===== src/hw/rtl/vstp_pkg.sv =====
// Package for the vendor sub-element TLV parser: payload word types,
// result and status codes, table constants and the saturating counter helper.
// No dependencies.
`timescale 1ns / 1ps

package vstp_pkg;

    localparam int NUM_REGS          = 4;
    localparam int MAX_TABLE_ENTRIES = 8;
    localparam int HDR_BYTES         = 8;
    localparam int HDR_POS_W         = $clog2(HDR_BYTES);
    localparam int ENTRY_W           = 64;
    localparam int QUEUE_DEPTH       = 4;
    localparam int CFG_ADDR_W        = $clog2(NUM_REGS * 8);

    localparam logic [1:0] KIND_VALUE    = 2'd0;
    localparam logic [1:0] KIND_ACCEPTED = 2'd1;
    localparam logic [1:0] KIND_REJECTED = 2'd2;
    localparam logic [1:0] KIND_FINISHED = 2'd3;

    localparam logic [1:0] STATUS_OK        = 2'd0;
    localparam logic [1:0] STATUS_SHORT_HDR = 2'd1;
    localparam logic [1:0] STATUS_OVERRUN   = 2'd2;

    typedef logic [ENTRY_W-1:0] entry_t;

    typedef struct packed {
        logic [7:0] data_byte;
        logic       last_byte;
    } in_word_t;

    typedef struct packed {
        logic [1:0]  kind;
        logic [1:0]  entry_index;
        logic [31:0] vendor_code;
        logic [15:0] subtype;
        logic [15:0] declared_length;
        logic [15:0] kept_length;
        logic        truncated;
        logic [7:0]  value_byte;
        logic [1:0]  status;
        logic [15:0] accepted_count;
        logic [15:0] rejected_count;
        logic        last_of_run;
    } out_word_t;

    typedef struct packed {
        logic [1:0] count;
        out_word_t  first;
        out_word_t  second;
    } parse_out_t;

    function automatic logic [15:0] sat_inc(input logic [15:0] v);
        return (v == 16'hFFFF) ? v : v + 16'd1;
    endfunction

endpackage


===== src/hw/rtl/vendor_subelement_tlv_parser.sv =====
// Top level of the vendor sub-element TLV parser: APB table registers,
// input register, parser and result queue. Depends on vstp_pkg,
// vstp_parser and vstp_out_queue.
//
//   port group   dir   payload       handshake
//   s_*          in    in_word_t     s_valid / s_ready
//   m_*          out   out_word_t    m_valid / m_ready
//   p*           in    64-bit regs   psel / penable / pwrite, pready tied high
//
// One byte per cycle sustained while s_ready is high; each byte is registered on
// input, and its results are queued for m_word. A header's last byte with the
// buffer's last byte yields two words, drained at one per cycle while m_ready is
// high by the four-word result queue. s_ready drops only while the queue holds
// more than two words. Synchronous active-low reset clears parse state and table.
`timescale 1ns / 1ps

module vendor_subelement_tlv_parser #(
    parameter int TABLE_ENTRIES = vstp_pkg::NUM_REGS
) (
    input  logic                              aclk,
    input  logic                              aresetn,
    input  logic                              s_valid,
    output logic                              s_ready,
    input  vstp_pkg::in_word_t                s_word,
    output logic                              m_valid,
    input  logic                              m_ready,
    output vstp_pkg::out_word_t               m_word,
    input  logic                              psel,
    input  logic                              penable,
    input  logic                              pwrite,
    input  logic [vstp_pkg::CFG_ADDR_W-1:0]   paddr,
    input  logic [vstp_pkg::ENTRY_W-1:0]      pwdata,
    output logic [vstp_pkg::ENTRY_W-1:0]      prdata,
    output logic                              pready
);
    import vstp_pkg::*;

    localparam int IDX_W = $clog2(NUM_REGS);

    entry_t     entry_reg [NUM_REGS];
    logic       in_valid_reg;
    in_word_t   in_word_reg;
    logic       room;
    logic       proc_fire;
    logic [IDX_W-1:0] reg_idx;
    parse_out_t parse_res;

    assign pready    = 1'b1;
    assign reg_idx   = paddr[CFG_ADDR_W-1:3];
    assign prdata    = entry_reg[reg_idx];
    assign proc_fire = in_valid_reg && room;
    assign s_ready   = !in_valid_reg || room;

    always_ff @(posedge aclk) begin
        if (!aresetn) begin
            for (int i = 0; i < NUM_REGS; i++) begin
                entry_reg[i] <= '0;
            end
        end else if (psel && penable && pwrite && pready) begin
            entry_reg[reg_idx] <= pwdata;
        end
    end

    always_ff @(posedge aclk) begin
        if (!aresetn) begin
            in_valid_reg <= 1'b0;
        end else if (s_valid && s_ready) begin
            in_valid_reg <= 1'b1;
        end else if (proc_fire) begin
            in_valid_reg <= 1'b0;
        end
    end

    always_ff @(posedge aclk) begin
        if (s_valid && s_ready) begin
            in_word_reg <= s_word;
        end
    end

    vstp_parser #(
        .TABLE_ENTRIES(TABLE_ENTRIES)
    ) u_parser (
        .aclk    (aclk),
        .aresetn (aresetn),
        .fire    (proc_fire),
        .in_word (in_word_reg),
        .entries (entry_reg),
        .result  (parse_res)
    );

    vstp_out_queue u_queue (
        .aclk      (aclk),
        .aresetn   (aresetn),
        .push      (proc_fire),
        .push_data (parse_res),
        .room      (room),
        .m_valid   (m_valid),
        .m_ready   (m_ready),
        .m_word    (m_word)
    );

endmodule


===== src/hw/rtl/vstp_parser.sv =====
// Parse state and header match: turns one byte into up to two result words.
// Depends on vstp_pkg.
`timescale 1ns / 1ps

module vstp_parser #(
    parameter int TABLE_ENTRIES = vstp_pkg::NUM_REGS
) (
    input  logic                 aclk,
    input  logic                 aresetn,
    input  logic                 fire,
    input  vstp_pkg::in_word_t   in_word,
    input  vstp_pkg::entry_t     entries [vstp_pkg::NUM_REGS],
    output vstp_pkg::parse_out_t result
);
    import vstp_pkg::*;

    localparam int SCAN_ENTRIES = (TABLE_ENTRIES < NUM_REGS) ? TABLE_ENTRIES : NUM_REGS;

    logic [55:0]          hdr_reg, hdr_next;
    logic [HDR_POS_W-1:0] pos_reg, pos_next;
    logic                 in_payload_reg, in_payload_next;
    logic [15:0]          payload_left_reg, payload_left_next;
    logic [15:0]          keep_left_reg, keep_left_next;
    logic [1:0]           cur_entry_reg, cur_entry_next;
    logic                 cur_allowed_reg, cur_allowed_next;
    logic [15:0]          acc_reg, acc_next;
    logic [15:0]          rej_reg, rej_next;

    always_comb begin
        logic [63:0] full_hdr;
        logic [31:0] vendor;
        logic [15:0] dlen;
        logic [15:0] subtype;
        logic        found;
        logic        ended;
        logic [1:0]  hit_idx;
        logic [15:0] hit_max;
        logic [15:0] kept;
        logic        has_first;
        logic [1:0]  fin_status;
        out_word_t   first_w;
        out_word_t   final_w;

        full_hdr = {hdr_reg, in_word.data_byte};
        vendor   = full_hdr[63:32];
        subtype  = full_hdr[31:16];
        dlen     = full_hdr[15:0];
        found    = 1'b0;
        ended    = 1'b0;
        hit_idx  = '0;
        hit_max  = '0;
        for (int i = 0; i < SCAN_ENTRIES; i++) begin
            if (!found && !ended) begin
                if (entries[i][63:48] == 16'd0) begin
                    ended = 1'b1;
                end else if (entries[i][31:0] == vendor && entries[i][47:32] == subtype) begin
                    found   = 1'b1;
                    hit_idx = 2'(i);
                    hit_max = entries[i][63:48];
                end
            end
        end
        kept = (dlen > hit_max) ? hit_max : dlen;

        hdr_next          = hdr_reg;
        pos_next          = pos_reg;
        in_payload_next   = in_payload_reg;
        payload_left_next = payload_left_reg;
        keep_left_next    = keep_left_reg;
        cur_entry_next    = cur_entry_reg;
        cur_allowed_next  = cur_allowed_reg;
        acc_next          = acc_reg;
        rej_next          = rej_reg;
        has_first         = 1'b0;
        first_w           = '0;
        final_w           = '0;
        fin_status        = STATUS_OK;

        if (!in_payload_reg) begin
            hdr_next = full_hdr[55:0];
            if (pos_reg != HDR_POS_W'(HDR_BYTES - 1)) begin
                pos_next   = pos_reg + 1'b1;
                fin_status = STATUS_SHORT_HDR;
            end else begin
                pos_next                = '0;
                has_first               = 1'b1;
                first_w.vendor_code     = vendor;
                first_w.subtype         = subtype;
                first_w.declared_length = dlen;
                if (found) begin
                    cur_allowed_next    = 1'b1;
                    cur_entry_next      = hit_idx;
                    keep_left_next      = kept;
                    first_w.kind        = KIND_ACCEPTED;
                    first_w.entry_index = hit_idx;
                    first_w.kept_length = kept;
                    first_w.truncated   = (dlen > hit_max);
                    acc_next            = sat_inc(acc_reg);
                end else begin
                    cur_allowed_next = 1'b0;
                    cur_entry_next   = '0;
                    keep_left_next   = '0;
                    first_w.kind     = KIND_REJECTED;
                    rej_next         = sat_inc(rej_reg);
                end
                payload_left_next = dlen;
                in_payload_next   = (dlen != 16'd0);
                fin_status        = in_payload_next ? STATUS_OVERRUN : STATUS_OK;
            end
        end else begin
            if (cur_allowed_reg && keep_left_reg != 16'd0) begin
                has_first           = 1'b1;
                first_w.kind        = KIND_VALUE;
                first_w.entry_index = cur_entry_reg;
                first_w.value_byte  = in_word.data_byte;
                keep_left_next      = keep_left_reg - 16'd1;
            end
            if (payload_left_reg != 16'd0) begin
                payload_left_next = payload_left_reg - 16'd1;
            end
            if (payload_left_next == 16'd0) begin
                in_payload_next = 1'b0;
                keep_left_next  = '0;
            end
            fin_status = in_payload_next ? STATUS_OVERRUN : STATUS_OK;
        end

        final_w.kind           = KIND_FINISHED;
        final_w.status         = fin_status;
        final_w.accepted_count = (fin_status == STATUS_SHORT_HDR) ? 16'd0 : acc_next;
        final_w.rejected_count = rej_next;
        final_w.last_of_run    = 1'b1;
        first_w.last_of_run    = !in_word.last_byte;

        if (in_word.last_byte) begin
            hdr_next          = '0;
            pos_next          = '0;
            in_payload_next   = 1'b0;
            payload_left_next = '0;
            keep_left_next    = '0;
            cur_entry_next    = '0;
            cur_allowed_next  = 1'b0;
            acc_next          = '0;
            rej_next          = '0;
        end

        result.count  = 2'(has_first) + 2'(in_word.last_byte);
        result.first  = has_first ? first_w : final_w;
        result.second = final_w;
    end

    always_ff @(posedge aclk) begin
        if (!aresetn) begin
            hdr_reg          <= '0;
            pos_reg          <= '0;
            in_payload_reg   <= 1'b0;
            payload_left_reg <= '0;
            keep_left_reg    <= '0;
            cur_entry_reg    <= '0;
            cur_allowed_reg  <= 1'b0;
            acc_reg          <= '0;
            rej_reg          <= '0;
        end else if (fire) begin
            hdr_reg          <= hdr_next;
            pos_reg          <= pos_next;
            in_payload_reg   <= in_payload_next;
            payload_left_reg <= payload_left_next;
            keep_left_reg    <= keep_left_next;
            cur_entry_reg    <= cur_entry_next;
            cur_allowed_reg  <= cur_allowed_next;
            acc_reg          <= acc_next;
            rej_reg          <= rej_next;
        end
    end

endmodule


===== src/hw/rtl/vstp_out_queue.sv =====
// Result queue: takes zero, one or two words per cycle, hands out one while m_ready is high.
// Depends on vstp_pkg.
`timescale 1ns / 1ps

module vstp_out_queue (
    input  logic                 aclk,
    input  logic                 aresetn,
    input  logic                 push,
    input  vstp_pkg::parse_out_t push_data,
    output logic                 room,
    output logic                 m_valid,
    input  logic                 m_ready,
    output vstp_pkg::out_word_t  m_word
);
    import vstp_pkg::*;

    localparam int PTR_W = $clog2(QUEUE_DEPTH);
    localparam int CNT_W = $clog2(QUEUE_DEPTH + 1);

    out_word_t          slot_reg [QUEUE_DEPTH];
    logic [PTR_W-1:0]   wr_ptr_reg, rd_ptr_reg;
    logic [CNT_W-1:0]   count_reg, count_next;
    logic [1:0]         push_count;
    logic               pop;

    assign push_count = push ? push_data.count : 2'd0;
    assign pop        = m_valid && m_ready;
    assign m_valid    = (count_reg != '0);
    assign m_word     = slot_reg[rd_ptr_reg];
    assign room       = (count_reg <= CNT_W'(QUEUE_DEPTH - 2));
    assign count_next = count_reg + CNT_W'(push_count) - CNT_W'(pop);

    always_ff @(posedge aclk) begin
        if (push_count != 2'd0) begin
            slot_reg[wr_ptr_reg] <= push_data.first;
        end
        if (push_count == 2'd2) begin
            slot_reg[wr_ptr_reg + 1'b1] <= push_data.second;
        end
    end

    always_ff @(posedge aclk) begin
        if (!aresetn) begin
            wr_ptr_reg <= '0;
            rd_ptr_reg <= '0;
            count_reg  <= '0;
        end else begin
            wr_ptr_reg <= wr_ptr_reg + PTR_W'(push_count);
            rd_ptr_reg <= rd_ptr_reg + PTR_W'(pop);
            count_reg  <= count_next;
        end
    end

    a_no_overflow: assert property (@(posedge aclk) disable iff (!aresetn)
        count_reg <= CNT_W'(QUEUE_DEPTH))
        else $error("result queue over capacity");

    a_push_needs_room: assert property (@(posedge aclk) disable iff (!aresetn)
        (push_count != 2'd0) |-> room)
        else $error("push without room");

    a_pop_drains: assert property (@(posedge aclk) disable iff (!aresetn)
        (pop && push_count == 2'd0) |=> (count_reg == $past(count_reg) - 1'b1))
        else $error("pop did not drain one word");

endmodule

===== config.mk =====
export PLATFORM = sky130hd
export DESIGN_NAME = vendor_subelement_tlv_parser
export DESIGN_NICKNAME = d
export VERILOG_FILES = /design/src/hw/rtl/vstp_pkg.sv /design/src/hw/rtl/vendor_subelement_tlv_parser.sv /design/src/hw/rtl/vstp_parser.sv /design/src/hw/rtl/vstp_out_queue.sv
export SDC_FILE = /design/constraint.sdc
export NUM_CORES = 2
export LEC_CHECK = 0
export CAP_MARGIN = 20
export CORE_MARGIN = 4
export CORE_UTILIZATION = 42
export DETAILED_ROUTE_END_ITERATION = 10
export DONT_BUFFER_PORTS = 1
export GPL_TIMING_DRIVEN = 0
export SKIP_LAST_GASP = 1
export SLEW_MARGIN = 0
export SYNTH_ARGS = -nofsm -noshare
export SYNTH_HDL_FRONTEND = slang
export SYNTH_HIERARCHICAL = 1
export SYNTH_SLANG_ARGS = --single-unit

===== constraint.sdc =====
create_clock -name aclk -period 13.8 [get_ports aclk]
set_input_delay 1.38 -clock aclk [delete_from_list [all_inputs] [get_ports aclk]]
set_output_delay 1.38 -clock aclk [all_outputs]
set_load 0.02 [all_outputs]

=== After elaboration in Yosys (flattened, before gate mapping) ===
Memory sizes are Yosys's and may differ from the RTL's. A register that Yosys moved wholly into a read port is not among the register bits.
Cells that the tools add are included.

* Bits in registers: 400
* Latch bits: 0
* RAM bits: 512
* ROM bits: 0
* Output and inout bits: 195
* Memories kept: 1

* Add/sub/neg operators: 11
* $mul: 0
* Div/mod/pow operators: 0
* Magnitude comparators: 4
* Equal/unequal tests: 17
* Shift operators: 0
* Mux-type cells: 107
* Bitwise logic cells: 1
* Reductions and logical operators: 38

{| class="wikitable"
|+ Memories
! name !! depth !! bits a word !! read ports !! clocked after Yosys merged registers in !! write ports !! RTL line !! source
|-
| u_queue.slot_reg || 4 || 128 || 1 || 1 || 2 || vstp_out_queue.sv:20 || <nowiki>out_word_t slot_reg [QUEUE_DEPTH];</nowiki>
|}

{| class="wikitable"
|+ Operator list
! cell !! number
|-
| 2-to-1 mux 16 bit || 34
|-
| bitwise mux 256 bit || 1
|-
| 2-to-1 mux 64 bit || 3
|-
| binary-select mux 64 bit (select 2 bit) || 1
|-
| demux 64 bit (select 2 bit) || 1
|-
| equality test 32 bit || 4
|-
| 2-to-1 mux 128 bit || 1
|-
| 2-to-1 mux 56 bit || 2
|-
| 2-to-1 mux 85 bit || 1
|-
| 2-to-1 mux 81 bit || 1
|-
| zero test 16 bit || 5
|-
| equality test 16 bit || 4
|-
| nonzero test 16 bit || 3
|-
| 2-to-1 mux 2 bit || 20
|-
| 2-to-1 mux 1 bit || 35
|-
| adder 16 x 1 -> 16 bit (second input constant) || 2
|-
| equality test 16 bit (second input constant) || 2
|-
| subtractor 16 x 1 -> 16 bit (second input constant) || 2
|-
| 2-to-1 mux 17 bit || 1
|-
| greater-than comparator 16 bit || 1
|-
| 2-to-1 mux 8 bit || 2
|-
| logical AND 1 bit || 14
|-
| 2-to-1 mux 3 bit || 3
|-
| zero test 1 bit || 8
|-
| other kinds (23) || 27
|}

=== Longest topological paths before layout ===
* Depth in word-level cells: 19
* Mapped depth: 22

=== Cells and area by module ===
Netlist, hierarchy kept.

{| class="wikitable"
|+ Modules (own cells, without submodules)
! module !! times used !! cells each !! area an instance (um^2) !! seq. area each (um^2)
|-
| vstp_out_queue || 1 || 1290 || 25439.4 || 15514.9
|-
| vstp_parser || 1 || 1597 || 11896.4 || 2542.4
|-
| vendor_subelement_tlv_parser || 1 || 997 || 11363.4 || 5415.2
|}

=== Least setup slack after synthesis ===
No wires, ideal clock.

* Path kind: register to register
* Start point: register u_parser.keep_left_reg[0]
* End point: memory u_queue/slot_reg[1][0] (netlist name) (enable)
* Setup time: 0.617 ns
* Data arrival time: 8.346 ns
* Data required time: 13.183 ns
* Path slack: 4.837 ns
* Stages on the path, launching flop included: 15
* Buffers on the path: 1
* Cell sequence: dfxtp_1 inv_1 ha_1 or4b_1 nor4_4 nand3_1 o31ai_2 nor2_1 nor2_1 inv_1 ha_1 clkbuf_1 mux2_2 nand2_1 nor2_1

{| class="wikitable"
|+ RTL lines
! element !! RTL line !! source
|-
| from (decl) || vstp_parser.sv:23 || <nowiki>logic [15:0] keep_left_reg, keep_left_next;</nowiki>
|-
| from (signal assigned) || vstp_parser.sv:168 || <nowiki>keep_left_reg <= keep_left_next;</nowiki>
|-
| to (decl) || vstp_out_queue.sv:20 ||
|}

==> summary.txt <==
Hold path
  • WHS Endpoint: u_parser/cur_entry_reg[1]
  • Hold depth: 2
  • Min-delay src: u_parser/cur_entry_reg[1]
  • Worst hold path type: flip-flop to flip-flop

Synthesis
  • Main synth FF type: edfxtp_1
  • Sequential element share of the synthesized area: 0.482
  • Flops & latches, synth: 912
  • Post-synthesis compound-gate area fraction: 0.0446
  • Post-synth ARST share: 0
  • Yosys top cell area share: 0.321
  • Synth Warn #: 6
  • Synth cell types: 94
  • Adder-Cell Fraction of Synth Area: 0.00760
  • Avg Inst Size Synth: 12.5 µm²
  • Synth Area in Simple Gates: 0.100
  • Post-synth EDFFs: 521
  • Most frequent cell after synthesis: edfxtp_1
  • Leading area contributor after synthesis: edfxtp_1
  • Largest family of logic cells by synthesized area: multiplexers
  • Mux contribution to synthesized area: 0.274
  • Synth cell count leaders: edfxtp_1 (521), nand2_1 (407), mux2_2 (402)
  • Top cells by area, synth: edfxtp_1 (32%), dfxtp_1 (16%), mux2_2 (9.3%)
  • Synth Instances: 3884
  • Mapped cell area: 48700 µm²
  • Synth Area in XOR/XNOR: 0.0406

Setup path
  • Crit Reg-Reg Startpoint: u_parser/hdr_reg[20]
  • Crit Path Class: flip-flop to flip-flop
  • Worst EP required: 14.34 ns
  • Delay-heaviest family, CP: simple AND/OR/NAND/NOR gates
  • R2R Setup Slk: 6.38 ns
  • Slowest cell on the critical path: a21boi_0
  • Startpoint types: flip-flop
  • Cell mode on critical path: clkbuf_1
  • CP arrival: 7.96 ns
  • R2r endpoint: u_queue/slot_reg[0][44]
  • Largest stage delay on the critical path: 0.79 ns
  • R2R depth: 20
  • Crit path max fanout: 10
  • CP bufs+invs: 3
  • Cell breakdown of the critical path: clkbuf_1, xor2_1, nor4_1, nand4_1, nor3_2, nor4_1, clkbuf_1, a222oi_1, a21boi_0, ha_1, nand3_1, nor2_1, nand2_1, a211oi_1, a2111oi_0, a221o_1, clkbuf_1, nor2_1, nor3_1, mux2_2
  • CP Capture Type: flip-flop

Floorplanning
  • Initial Utilization: 0.425
  • Core ar.: 115000 µm²
  • Ports: 280
  • Std cell rows: 124
  • Die W: 349 µm
  • Die area: 121000 µm²
  • Chip height: 349 µm

Timing
  • RSZ-0062 raised after global routing: false
  • Final Max Slew Viols: 0
  • # setup viols final: 0
  • Max-slew headroom: 0.192
  • Setup TNS: 0 ns
  • Minimum clock period: 7.42 ns
  • WHS: 0.457 ns
  • Final period utilization: 0.537
  • Fin worst setup slack: 6.38 ns
  • Worst-margin pin slew: 1.21 ns
  • Layout Skew: 0.0281 ns
  • Fin. Hold Viols: 0
  • Max Fclk: 135 MHz

Placed design
  • Final Wtd Congestion: 0.977
  • # port buffers: 0
  • Area after DPL: 51400 µm²
  • Post-Place Setup Slack: 6.70 ns
  • Post-detail-place hpwl: 111000 µm

Drt
  • DR iter-0 viols: 2969
  • Final WL: 153000 µm
  • Routed WL per cell: 26.8 µm
  • Total number of vias: 32600
  • # DRC: 0
  • DRT antenna net count: 0
  • Via density: 5.71
  • Pre-antenna DRT Iters: 6

Pwr
  • Maximum vdd drop: 0.0000845 V
  • Pwr Density: 125 nW/µm²
  • Total power: 6.82 mW
  • Leak pwr: 19.9 nW

Clock tree
  • Worst-Skew Late Latency: 0.69 ns
  • CTS Buffer Depth: 3
  • Reg clk slew, reported paths: 0.06 ns
  • Clock root cell: clkbuf_16
  • Post-CTS Hold Buffers: 0
  • H-Tree Depth: 3
  • CTS sink cnt: 912
  • CTS Buf Count: 102
  • CTS tree: yes
  • # Post-CTS Setup Buffers: 0
  • Post_cts resized: 0

Layout
  • Fin nets: 4217
  • Max reg flops: 512
  • Area growth from synthesis to layout: 12.3%
  • Fraction of layout cells with a size suffix above 1: 0.280
  • Design area: 54700 µm²

GRT
  • First-pass GRT wire length: 222000 µm
  • Total GRT Usage: 0.246
  • Initial antenna violation count: 21
  • Overflow after GRT: 0
  • Vias in the first global route: 32000
  • Largest net degree at the start of global routing: 48

Job
  • Max-cap violations: 0

Outcome
  • Run status: complete, no violations
-- through the flow --
stage                     instances  utilization
after floorplan                3976            -
after global placement         5488        0.444
after detailed placement       5510        0.448
after global routing           5704        0.477
after CTS                      5697        0.477
final                          5714        0.477
-- worst max-delay path by stage --
stage	start	end	slack, ns	depth (start not counted)
floorplan	u_parser/keep_left_reg[0]	u_queue/slot_reg[1][0]	4.84	14
CTS	u_parser/hdr_reg[20]	u_queue/slot_reg[0][44]	6.67	19
global route	u_parser/hdr_reg[20]	u_queue/slot_reg[0][44]	6.11	18
finish	u_parser/hdr_reg[20]	u_queue/slot_reg[0][44]	6.38	20
detailed placement	u_parser/hdr_reg[27]	u_queue/slot_reg[0][44]	6.70	17
global placement	u_parser/keep_left_reg[0]	u_queue/slot_reg[3][46]	-1.50	14
-- report_power, final --
part	internal (mW)	switching, mW
clock	1.55	1.12
combinational	0.413	0.793
sequential	2.91	0.0380
-- placed cells by master, fill, tap and decap left out, types with 49 or more instances in the layout --
master     instances
a21oi_1           54
a22oi_1           59
and2_1            87
buf_2             99
buf_4            105
clkbuf_1         144
clkbuf_16        107
conb_1            95
dfxtp_1          391
edfxtp_1         521
mux2_2           402
mux2_4           120
mux2i_1          269
mux4_2           192
nand2_1          407
nand4_1           55
nor2_1           194
nor4_1            67
o21ai_0           49
xnor2_1          112
xor2_1           114
-- kinds of logic after synthesis --
group | after synthesis
simple gates | 1005
fa+ha+maj | 29
buf+inv | 412
mux | 983
other cells | 3
xor+xnor | 226
compound gates | 314
flops | 912
-- area by class of cell --
class / instances / area (µm²)
clock inverter: 47 / 368
sequential: 912 / 23500
timing repair buffer: 23 / 448
clock buffer: 140 / 2890
antenna: 16 / 40.0
tap: 1512 / 1890
multi-input combinational: 2652 / 23100
fill: 10200 / 59900
inverter: 32 / 120
buffer: 380 / 2340
-- routing by layer --
layer / track usage / up-vias / share of wire / wire, µm
li1: - / 14800 / - / -
met1: 0.337 / 16300 / 0.43 / 65500
met2: 0.386 / 1280 / 0.45 / 69600
met3: 0.0639 / 244 / 0.089 / 13600
met4: 0.0752 / 12 / 0.028 / 4320
met5: 0 / - / 0.00049 / 75
-- worst min-delay path: cells and delay by family (launching register included) --
family           cells  cell delay [ns]
flip-flops           1             0.31
AND/OR/NAND/NOR      1             0.05
AO/OA/AOI/OAI        1             0.05
(Power assumes the default switching activity.)
